## src/mspt_pkg.sv

```systemverilog
// shared types and constants of the periodic timer bank
// no dependencies; used by the interfaces and all modules
`timescale 1ns / 1ps

package mspt_pkg;

    localparam int NUM_SLOTS_DEF = 16;
    localparam int FUNC_W        = 2;
    localparam int SLOT_W        = 4;
    localparam int TICK_W        = 32;
    localparam int REP_W         = 16;

    // command queue between front and back, power of two deep
    localparam int QUEUE_DEPTH   = 2;
    localparam int QPTR_W        = (QUEUE_DEPTH > 1) ? $clog2(QUEUE_DEPTH) : 1;
    localparam int QCNT_W        = $clog2(QUEUE_DEPTH + 1);

    typedef enum logic [FUNC_W-1:0] {
        FUNC_ARM     = 2'd0,
        FUNC_DISARM  = 2'd1,
        FUNC_ELAPSED = 2'd2,
        FUNC_STATUS  = 2'd3
    } func_t;

    // classified command; ticks holds the elapsed ticks on elapsed, the period otherwise
    typedef struct packed {
        func_t                   func;
        logic [SLOT_W-1:0]       slot;
        logic                    in_range;
        logic [TICK_W-1:0]       ticks;
        logic signed [REP_W-1:0] reps;
    } op_t;

    typedef struct packed {
        logic valid;
        op_t  op;
    } queue_head_t;

endpackage

```

## src/mspt_in_if.sv

```systemverilog
// command channel of the timer bank: valid/ready plus command fields
// depends on mspt_pkg
`timescale 1ns / 1ps

interface mspt_in_if;
    import mspt_pkg::*;

    logic                    valid;
    logic                    ready;
    logic [FUNC_W-1:0]       func;
    logic [SLOT_W-1:0]       slot_index;
    logic [TICK_W-1:0]       period_ticks;
    logic signed [REP_W-1:0] repeat_count;
    logic [TICK_W-1:0]       elapsed_ticks;

    modport source (
        output valid, func, slot_index, period_ticks, repeat_count, elapsed_ticks,
        input  ready
    );

    modport sink (
        input  valid, func, slot_index, period_ticks, repeat_count, elapsed_ticks,
        output ready
    );
endinterface

```

## src/mspt_out_if.sv

```systemverilog
// result channel of the timer bank: valid/ready plus result fields
// depends on mspt_pkg
`timescale 1ns / 1ps

interface mspt_out_if;
    import mspt_pkg::*;

    logic              valid;
    logic              ready;
    logic [SLOT_W-1:0] result_slot;
    logic              fired;
    logic              enabled;
    logic              last;

    modport source (
        output valid, result_slot, fired, enabled, last,
        input  ready
    );

    modport sink (
        input  valid, result_slot, fired, enabled, last,
        output ready
    );
endinterface

```

## src/multi_slot_periodic_timer_bank.sv

```systemverilog
// top level of the periodic timer bank: front end, command queue and back end
// depends on mspt_pkg, mspt_in_if, mspt_out_if, mspt_front and mspt_back
`timescale 1ns / 1ps

// A bank of NUM_SLOTS timer slots, each with a remaining-tick count, a reload
// period and a signed repeat count (negative repeats forever, zero disables).
// Commands are taken into a two-entry queue, so the command side keeps taking
// transfers while the back end works, until the queue fills. Arm, disarm and
// status each give one result, once the result register is free. An elapsed
// command is taken from the queue as the read of slot 0 starts; the walk then
// reads the slot table one row a cycle, unless it stalls because the result
// side holds off a waiting fired result, and after the last slot the final
// result goes out once the result register is free. Fired slots come out in
// index order with last on the final one, or a single result with fired low
// when none fired. Slot state is cleared by reset through per-slot enable bits.
module multi_slot_periodic_timer_bank #(
    parameter int NUM_SLOTS = mspt_pkg::NUM_SLOTS_DEF
) (
    input  logic       clk,
    input  logic       rst_n,
    mspt_in_if.sink    cmd,
    mspt_out_if.source rsp
);
    import mspt_pkg::*;

    queue_head_t head;
    logic        pop;

    mspt_front #(
        .NUM_SLOTS (NUM_SLOTS)
    ) u_front (
        .clk   (clk),
        .rst_n (rst_n),
        .cmd   (cmd),
        .head  (head),
        .pop   (pop)
    );

    mspt_back #(
        .NUM_SLOTS (NUM_SLOTS)
    ) u_back (
        .clk   (clk),
        .rst_n (rst_n),
        .head  (head),
        .pop   (pop),
        .rsp   (rsp)
    );

endmodule

```

## src/mspt_front.sv

```systemverilog
// front end: takes command transfers, classifies them, queues them for the back end
// depends on mspt_pkg and mspt_in_if
`timescale 1ns / 1ps

module mspt_front #(
    parameter int NUM_SLOTS = mspt_pkg::NUM_SLOTS_DEF
) (
    input  logic                clk,
    input  logic                rst_n,
    mspt_in_if.sink             cmd,
    output mspt_pkg::queue_head_t head,
    input  logic                pop
);
    import mspt_pkg::*;

    op_t               fifo_reg [QUEUE_DEPTH];
    logic [QPTR_W-1:0] wr_ptr_reg, wr_ptr_next;
    logic [QPTR_W-1:0] rd_ptr_reg, rd_ptr_next;
    logic [QCNT_W-1:0] count_reg, count_next;
    logic              push;
    op_t               op_in;

    assign cmd.ready = (count_reg != QCNT_W'(QUEUE_DEPTH));
    assign push      = cmd.valid && cmd.ready;

    always_comb
    begin
        op_in.func     = func_t'(cmd.func);
        op_in.slot     = cmd.slot_index;
        op_in.in_range = (32'(cmd.slot_index) < NUM_SLOTS);
        op_in.ticks    = (func_t'(cmd.func) == FUNC_ELAPSED) ? cmd.elapsed_ticks
                                                             : cmd.period_ticks;
        op_in.reps     = cmd.repeat_count;
    end

    always_comb
    begin
        wr_ptr_next = push ? QPTR_W'(wr_ptr_reg + 1'b1) : wr_ptr_reg;
        rd_ptr_next = pop ? QPTR_W'(rd_ptr_reg + 1'b1) : rd_ptr_reg;
        count_next  = QCNT_W'(count_reg + QCNT_W'(push) - QCNT_W'(pop));
    end

    always_ff @(posedge clk)
    begin
        if (push)
        begin
            fifo_reg[wr_ptr_reg] <= op_in;
        end
    end

    always_ff @(posedge clk or negedge rst_n)
    begin
        if (!rst_n)
        begin
            wr_ptr_reg <= '0;
            rd_ptr_reg <= '0;
            count_reg  <= '0;
        end
        else
        begin
            wr_ptr_reg <= wr_ptr_next;
            rd_ptr_reg <= rd_ptr_next;
            count_reg  <= count_next;
        end
    end

    assign head.valid = (count_reg != '0);
    assign head.op    = fifo_reg[rd_ptr_reg];

endmodule

```

## src/mspt_back.sv

```systemverilog
// back end: slot table, enable bits, elapsed walk and result register
// depends on mspt_pkg and mspt_out_if
`timescale 1ns / 1ps

module mspt_back #(
    parameter int NUM_SLOTS = mspt_pkg::NUM_SLOTS_DEF
) (
    input  logic                  clk,
    input  logic                  rst_n,
    input  mspt_pkg::queue_head_t head,
    output logic                  pop,
    mspt_out_if.source            rsp
);
    import mspt_pkg::*;

    localparam int IDX_W = (NUM_SLOTS > 1) ? $clog2(NUM_SLOTS) : 1;
    localparam logic [IDX_W-1:0] LAST_IDX = IDX_W'(NUM_SLOTS - 1);

    typedef struct packed {
        logic signed [REP_W-1:0] reps;
        logic [TICK_W-1:0]       reload;
        logic [TICK_W-1:0]       remain;
    } row_t;

    typedef enum logic [1:0] {
        ST_IDLE,
        ST_WALK,
        ST_FLUSH
    } state_t;

    row_t mem [NUM_SLOTS];
    row_t rd_data_reg;

    state_t            state_reg, state_next;
    logic [NUM_SLOTS-1:0] en_reg, en_next;
    logic [IDX_W-1:0]  exec_idx_reg, exec_idx_next;
    logic [TICK_W-1:0] elapsed_reg, elapsed_next;
    logic              pend_valid_reg, pend_valid_next;
    logic [SLOT_W-1:0] pend_slot_reg, pend_slot_next;
    logic              pend_en_reg, pend_en_next;
    logic              out_valid_reg, out_valid_next;
    logic [SLOT_W-1:0] out_slot_reg, out_slot_next;
    logic              out_fired_reg, out_fired_next;
    logic              out_en_reg, out_en_next;
    logic              out_last_reg, out_last_next;

    logic              mem_we;
    logic [IDX_W-1:0]  mem_wa;
    row_t              mem_wd;
    logic              rd_en;
    logic [IDX_W-1:0]  rd_addr;

    logic              out_free;
    logic [IDX_W-1:0]  head_idx;
    logic              slot_en;
    logic              fire;
    logic signed [REP_W-1:0] reps_dec;
    logic              en_after;
    logic              stall;

    assign out_free = !out_valid_reg || rsp.ready;
    assign head_idx = IDX_W'(head.op.slot);

    // walk datapath on the registered slot read
    assign slot_en  = en_reg[exec_idx_reg];
    assign fire     = (elapsed_reg >= rd_data_reg.remain);
    assign reps_dec = rd_data_reg.reps[REP_W-1] ? rd_data_reg.reps
                                                : REP_W'(rd_data_reg.reps - 1'b1);
    assign en_after = (reps_dec != '0);
    // a second fired slot needs the pending result moved out first
    assign stall    = slot_en && fire && pend_valid_reg && !out_free;

    always_comb
    begin
        state_next      = state_reg;
        en_next         = en_reg;
        exec_idx_next   = exec_idx_reg;
        elapsed_next    = elapsed_reg;
        pend_valid_next = pend_valid_reg;
        pend_slot_next  = pend_slot_reg;
        pend_en_next    = pend_en_reg;
        out_valid_next  = out_valid_reg && !rsp.ready;
        out_slot_next   = out_slot_reg;
        out_fired_next  = out_fired_reg;
        out_en_next     = out_en_reg;
        out_last_next   = out_last_reg;
        pop             = 1'b0;
        mem_we          = 1'b0;
        mem_wa          = exec_idx_reg;
        mem_wd          = rd_data_reg;
        rd_en           = 1'b0;
        rd_addr         = '0;

        case (state_reg)
            ST_IDLE:
            begin
                if (head.valid && head.op.func == FUNC_ELAPSED)
                begin
                    pop             = 1'b1;
                    rd_en           = 1'b1;
                    rd_addr         = '0;
                    exec_idx_next   = '0;
                    elapsed_next    = head.op.ticks;
                    pend_valid_next = 1'b0;
                    state_next      = ST_WALK;
                end
                else if (head.valid && out_free)
                begin
                    pop            = 1'b1;
                    out_valid_next = 1'b1;
                    out_slot_next  = head.op.slot;
                    out_fired_next = 1'b0;
                    out_last_next  = 1'b1;
                    case (head.op.func)
                        FUNC_ARM:
                        begin
                            if (head.op.in_range)
                            begin
                                mem_we            = 1'b1;
                                mem_wa            = head_idx;
                                mem_wd.reps       = head.op.reps;
                                mem_wd.reload     = head.op.ticks;
                                mem_wd.remain     = head.op.ticks;
                                en_next[head_idx] = (head.op.reps != '0);
                            end
                            out_en_next = head.op.in_range && (head.op.reps != '0);
                        end
                        FUNC_DISARM:
                        begin
                            if (head.op.in_range)
                            begin
                                en_next[head_idx] = 1'b0;
                            end
                            out_en_next = 1'b0;
                        end
                        FUNC_STATUS:
                        begin
                            out_en_next = head.op.in_range && en_reg[head_idx];
                        end
                        default:
                        begin
                            out_en_next = 1'b0;
                        end
                    endcase
                end
            end

            ST_WALK:
            begin
                if (!stall)
                begin
                    if (slot_en)
                    begin
                        mem_we = 1'b1;
                        mem_wa = exec_idx_reg;
                        if (fire)
                        begin
                            mem_wd.reps           = reps_dec;
                            mem_wd.remain         = rd_data_reg.reload;
                            en_next[exec_idx_reg] = en_after;
                            if (pend_valid_reg)
                            begin
                                out_valid_next = 1'b1;
                                out_slot_next  = pend_slot_reg;
                                out_fired_next = 1'b1;
                                out_en_next    = pend_en_reg;
                                out_last_next  = 1'b0;
                            end
                            pend_valid_next = 1'b1;
                            pend_slot_next  = SLOT_W'(exec_idx_reg);
                            pend_en_next    = en_after;
                        end
                        else
                        begin
                            mem_wd.remain = rd_data_reg.remain - elapsed_reg;
                        end
                    end
                    if (exec_idx_reg == LAST_IDX)
                    begin
                        state_next = ST_FLUSH;
                    end
                    else
                    begin
                        rd_en         = 1'b1;
                        rd_addr       = IDX_W'(exec_idx_reg + 1'b1);
                        exec_idx_next = IDX_W'(exec_idx_reg + 1'b1);
                    end
                end
            end

            ST_FLUSH:
            begin
                if (out_free)
                begin
                    out_valid_next  = 1'b1;
                    out_last_next   = 1'b1;
                    out_fired_next  = pend_valid_reg;
                    out_slot_next   = pend_valid_reg ? pend_slot_reg : '0;
                    out_en_next     = pend_valid_reg && pend_en_reg;
                    pend_valid_next = 1'b0;
                    state_next      = ST_IDLE;
                end
            end

            default:
            begin
                state_next = ST_IDLE;
            end
        endcase
    end

    // slot table: one write and one registered read per cycle
    always_ff @(posedge clk)
    begin
        if (mem_we)
        begin
            mem[mem_wa] <= mem_wd;
        end
        if (rd_en)
        begin
            rd_data_reg <= mem[rd_addr];
        end
    end

    always_ff @(posedge clk or negedge rst_n)
    begin
        if (!rst_n)
        begin
            state_reg      <= ST_IDLE;
            en_reg         <= '0;
            exec_idx_reg   <= '0;
            elapsed_reg    <= '0;
            pend_valid_reg <= 1'b0;
            pend_slot_reg  <= '0;
            pend_en_reg    <= 1'b0;
            out_valid_reg  <= 1'b0;
            out_slot_reg   <= '0;
            out_fired_reg  <= 1'b0;
            out_en_reg     <= 1'b0;
            out_last_reg   <= 1'b0;
        end
        else
        begin
            state_reg      <= state_next;
            en_reg         <= en_next;
            exec_idx_reg   <= exec_idx_next;
            elapsed_reg    <= elapsed_next;
            pend_valid_reg <= pend_valid_next;
            pend_slot_reg  <= pend_slot_next;
            pend_en_reg    <= pend_en_next;
            out_valid_reg  <= out_valid_next;
            out_slot_reg   <= out_slot_next;
            out_fired_reg  <= out_fired_next;
            out_en_reg     <= out_en_next;
            out_last_reg   <= out_last_next;
        end
    end

    assign rsp.valid       = out_valid_reg;
    assign rsp.result_slot = out_slot_reg;
    assign rsp.fired       = out_fired_reg;
    assign rsp.enabled     = out_en_reg;
    assign rsp.last        = out_last_reg;

endmodule

```

## src/flat_wrapper.sv

```systemverilog
// flat-port wrapper written by rule: the top's interface ports become plain ports
module multi_slot_periodic_timer_bank_flat import mspt_pkg::*;
#(
    parameter int NUM_SLOTS = mspt_pkg::NUM_SLOTS_DEF
)
  (clk, rst_n, cmd_valid, cmd_func, cmd_slot_index, cmd_period_ticks, cmd_repeat_count, cmd_elapsed_ticks, cmd_ready, rsp_valid, rsp_result_slot, rsp_fired, rsp_enabled, rsp_last, rsp_ready);
  mspt_in_if cmd_i ();
  mspt_out_if rsp_i ();
  input  logic clk;
  input  logic rst_n;
  input wire logic [$bits(cmd_i.valid)-1:0] cmd_valid;
  input wire logic [$bits(cmd_i.func)-1:0] cmd_func;
  input wire logic [$bits(cmd_i.slot_index)-1:0] cmd_slot_index;
  input wire logic [$bits(cmd_i.period_ticks)-1:0] cmd_period_ticks;
  input wire logic [$bits(cmd_i.repeat_count)-1:0] cmd_repeat_count;
  input wire logic [$bits(cmd_i.elapsed_ticks)-1:0] cmd_elapsed_ticks;
  output wire logic [$bits(cmd_i.ready)-1:0] cmd_ready;
  output wire logic [$bits(rsp_i.valid)-1:0] rsp_valid;
  output wire logic [$bits(rsp_i.result_slot)-1:0] rsp_result_slot;
  output wire logic [$bits(rsp_i.fired)-1:0] rsp_fired;
  output wire logic [$bits(rsp_i.enabled)-1:0] rsp_enabled;
  output wire logic [$bits(rsp_i.last)-1:0] rsp_last;
  input wire logic [$bits(rsp_i.ready)-1:0] rsp_ready;
  assign cmd_i.valid = cmd_valid;
  assign cmd_i.func = cmd_func;
  assign cmd_i.slot_index = cmd_slot_index;
  assign cmd_i.period_ticks = cmd_period_ticks;
  assign cmd_i.repeat_count = cmd_repeat_count;
  assign cmd_i.elapsed_ticks = cmd_elapsed_ticks;
  assign cmd_ready = cmd_i.ready;
  assign rsp_valid = rsp_i.valid;
  assign rsp_result_slot = rsp_i.result_slot;
  assign rsp_fired = rsp_i.fired;
  assign rsp_enabled = rsp_i.enabled;
  assign rsp_last = rsp_i.last;
  assign rsp_i.ready = rsp_ready;
  multi_slot_periodic_timer_bank #(.NUM_SLOTS(NUM_SLOTS)) u_core (.clk(clk), .rst_n(rst_n), .cmd(cmd_i), .rsp(rsp_i));
endmodule
```

## config.mk

```make
export PLATFORM = sky130hd
export DESIGN_NAME = multi_slot_periodic_timer_bank_flat
export DESIGN_NICKNAME = d
export VERILOG_FILES = /design/src/mspt_pkg.sv /design/src/mspt_in_if.sv /design/src/mspt_out_if.sv /design/src/multi_slot_periodic_timer_bank.sv /design/src/mspt_front.sv /design/src/mspt_back.sv /design/src/flat_wrapper.sv
export SDC_FILE = /design/constraint.sdc
export NUM_CORES = 2
export LEC_CHECK = 0
export BUFFER_PORTS_ARGS = -buffer_cell sky130_fd_sc_hd__buf_2
export CORE_MARGIN = 1
export CORE_UTILIZATION = 40
export DETAILED_ROUTE_END_ITERATION = 10
export PLACE_DENSITY = 0.65
export SETUP_SLACK_MARGIN = 0.15
export SYNTH_ARGS = -nofsm -noshare
export SYNTH_HDL_FRONTEND = slang
export SYNTH_SLANG_ARGS = --single-unit
```

## constraint.sdc

```tcl
create_clock -name clk -period 8.4 [get_ports clk]
set_input_delay 0.84 -clock clk [delete_from_list [all_inputs] [get_ports clk]]
set_output_delay 0.84 -clock clk [all_outputs]
set_load 0.01 [all_outputs]
```

==> flow_metrics.env <==
export IMPL_post_route_worst_setup_slack_ps=2570
export IMPL_fin_crit_sh_pct=69.4
export IMPL_grt_start_max_net_pins=179
export IMPL_power_ir_vdd_worst_v=0.000291
export IMPL_port_buffer_count=98
export IMPL_initial_utilization_pct=40.3
export IMPL_power_leakage_nw=24.2
export IMPL_holdWs_ps=238
export IMPL_cp_data_arrival_time_ps=6420
export IMPL_timing_critical_path_from_type="flop"
export IMPL_dr_first_iter_drc_count=4985
export IMPL_synth_top_area_share_pct=68.2
export IMPL_wl_um=179000
export IMPL_final_core_utilization_pct=45.4
export IMPL_yosys_area_share_adder_pct=0.941
export IMPL_max_slew_worst_pin_slew_ps=1430
export IMPL_root_buffer_cell="clkbuf_16"
export IMPL_timing_critical_path_required_ps=9000
export IMPL_clkSinkCount=1540
export IMPL_cts_buffer_depth=3
export IMPL_synth_seq_area_share_pct=71.0
export IMPL_detail_route_drc_violations=0
export IMPL_drv_cap=0
export IMPL_max_slew_margin_pct=4.34
export IMPL_layout_filler_cells=13900
export IMPL_power_density_nw_per_um2=389
export IMPL_criticalPathCategory="reg -> reg"
export IMPL_status="finished clean"
export IMPL_cts_tree="built"
export IMPL_hold_viol_final=0
export IMPL_detailed_place_hpwl_um=96100
export IMPL_routabilityCongestion=0.882
export IMPL_htreeDepth=4
export IMPL_number_of_antenna_violations_at_the_first_check_in_global_routing=2
export IMPL_synth_compound_area_share_pct=9.60
export IMPL_ys_async_sr_fraction_pct=4.68
export IMPL_cts_buffers=159
export IMPL_synth_mux_area_share_pct=7.37
export IMPL_final_nets=4641
export IMPL_hold_path_class="in -> reg"
export IMPL_post_cts_resize_count=0
export IMPL_tns_ps=0
export IMPL_synth_xor_area_share_pct=0.705
export IMPL_chipHeight_um=404
export IMPL_postSynthRegisterBits=1540
export IMPL_synth_yosys_warnings=0
export IMPL_clk_pin_slew_worst_paths_ps=60
export IMPL_syn_inst=4443
export IMPL_yosys_most_used_dff="edfxtp_1"
export IMPL_track_usage_pct=21.6
export IMPL_sequential_cell_area_sq_um=45900
export IMPL_timing_critical_path_fanout_max=67
export IMPL_finalWorstPathRequiredPeriod_ps=5830
export IMPL_final_slew_violations=0
export IMPL_finalClockSkew_ps=45.4
export IMPL_cts_repair_timing_setup_buffer_count=0
export IMPL_drt_vias_per_instance=5.92
export IMPL_grt_remaining_overflow=0
export IMPL_grt_pass1_vias=39300
export IMPL_synth_enable_flop_cells=1468
export IMPL_synth_top_cells_by_area="edfxtp_1 (68%), mux2_2 (5.0%), dfrtp_1 (2.8%)"
export IMPL_largest_register_ff_count=1280
export IMPL_wl_per_cell_um=26.3
export IMPL_critical_path_endpoint_type="flop"
export IMPL_fmax_mhz=172
export IMPL_boundaryPins=99
export IMPL_yosys_cell_types_count=83
export IMPL_area_of_the_multi_input_gates_sq_um=17600
export IMPL_vias=40200
export IMPL_layout_area_overhead_vs_synth_pct=12.8
export IMPL_placement_setup_worst_slack_ps=2740
export IMPL_antenna_left=0
export IMPL_dieArea_sq_um=163000
export IMPL_wire_length_of_the_first_global_routing_pass_um=262000
export IMPL_synth_top_area_cell="edfxtp_1"
export IMPL_synth_top_family_by_area="compound AO/OA/AOI/OAI gates"
export IMPL_fp_dieW_um=404
export IMPL_yosys_top_cells_count="edfxtp_1 (1468), nor2_1 (355), nand2_1 (304), mux2_2 (285), clkbuf_1 (234)"
export IMPL_layout_drive_gt1_share_pct=16.6
export IMPL_synthesis_area_sq_um=64600
export IMPL_worst_skew_pair_late_latency_ps=810
export IMPL_first_pass_iters=6
export IMPL_synth_simple_gate_area_share_pct=8.22
export IMPL_post_layout_total_power_mw=28.3
export IMPL_setup_viol=0
export IMPL_grt_setup_unrepaired="no"
export IMPL_synthesis_nets=4581
export IMPL_core_sq_um=161000
export IMPL_post_synth_top_count_cell="edfxtp_1"
export IMPL_rows=147
export IMPL_syn_avg_cell_area_sq_um=14.5
[per-stage QoR]
step | instance area, sq um | std cells
final | 72900 | 6796
after global routing | 72900 | 6794
after CTS | 72900 | 6794
after detailed placement | 67800 | 6501
after global placement | 67800 | 6501
after floorplan | 64600 | 4443
[metal layers]
layer / GRT usage (%) / share of wire [%] / vias up
met4: 6.14 / 2.4 / 0
met5: 0 / 0 / -
met2: 34.3 / 46 / 2075
met3: 3.98 / 9.3 / 288
met1: 30.3 / 42 / 20400
li1: - / - / 17500
[repair_timing]
action | 4_1_cts | 5_1_grt
endpoints found under the setup margin | 0 | 0
hold buffers | 1 | 0
endpoints found under the hold margin | 22 | 0
[layout make-up]
cell class | count | area share (%)
Tap cell | 2160 | 3.71
Sequential cell | 1540 | 63.0
Clock buffer | 193 | 5.65
Inverter | 52 | 0.268
Clock inverter | 99 | 1.26
Multi-Input combinational cell | 2552 | 24.2
Timing Repair Buffer | 198 | 1.95
Antenna cell | 2 | 0.00687
[critical path: stages (launching register included)]
cell      delay, ps
edfxtp_1        420
ha_1            450
nand4_1         290
nor3_1          480
nand4_1         260
nand2_1         560
nand3_4         890
nand2_4         970
buf_4           680
o21ai_0         220
o32ai_1         370
[final timing paths]
kind	slack (ps)	end	start	cells after the start
setup / recovery	2570	u_core.u_back.rd_data_reg[16]$_DFFE_PP_	u_core.u_back.rd_data_reg[20]$_DFFE_PP_	10
hold / removal	240	u_core.u_front.fifo_reg[0][12]$_DFFE_PP_	cmd_repeat_count[12]	1
setup reg to reg	2570	u_core.u_back.rd_data_reg[16]$_DFFE_PP_	u_core.u_back.rd_data_reg[20]$_DFFE_PP_	10
hold reg to reg	480	u_core.u_back.elapsed_reg[1]$_DFFE_PN0P_	u_core.u_back.elapsed_reg[1]$_DFFE_PN0P_	2
max in group asynchronous	6560	u_core.u_front.rd_ptr_reg$_DFFE_PN0P_	rst_n	3
min in group asynchronous	490	u_core.u_back.en_reg[2]$_DFFE_PN0P_	rst_n	2
[logic make-up after synthesis]
kind of cell / Yosys count
buffers and inverters: 351
DFF: 1540
muxes: 435
AOI/OAI and AO/OA: 881
adders and majority gates: 48
and+or+nand+nor: 1136
xor gates and xnor gates: 52
[cells in the final DEF, fill, tap and decap left out, types with 71 or more instances in the layout]
master	netlist	layout
and3_1	165	164
nand2_1	304	302
mux2i_1	146	145
edfxtp_1	1468	1468
mux2_2	285	285
o21ai_0	167	160
clkbuf_16	0	159
buf_4	4	86
nor2_1	355	337
o22ai_1	86	86
o32ai_1	78	78
nand3_1	176	174
o2111ai_1	79	79
a211oi_1	187	187
buf_2	44	97
a21oi_1	71	71
[power breakdown]
group,switching [mW],internal (mW),leakage [nW],total (mW)
sequential,0.591,11.3,14.2,11.9
clock,3.00,3.83,2.44,6.84
combinational,6.76,2.90,7.63,9.66
total,10.4,18.0,24.2,28.3
No activity file was read; power rests on OpenSTA's default activity.
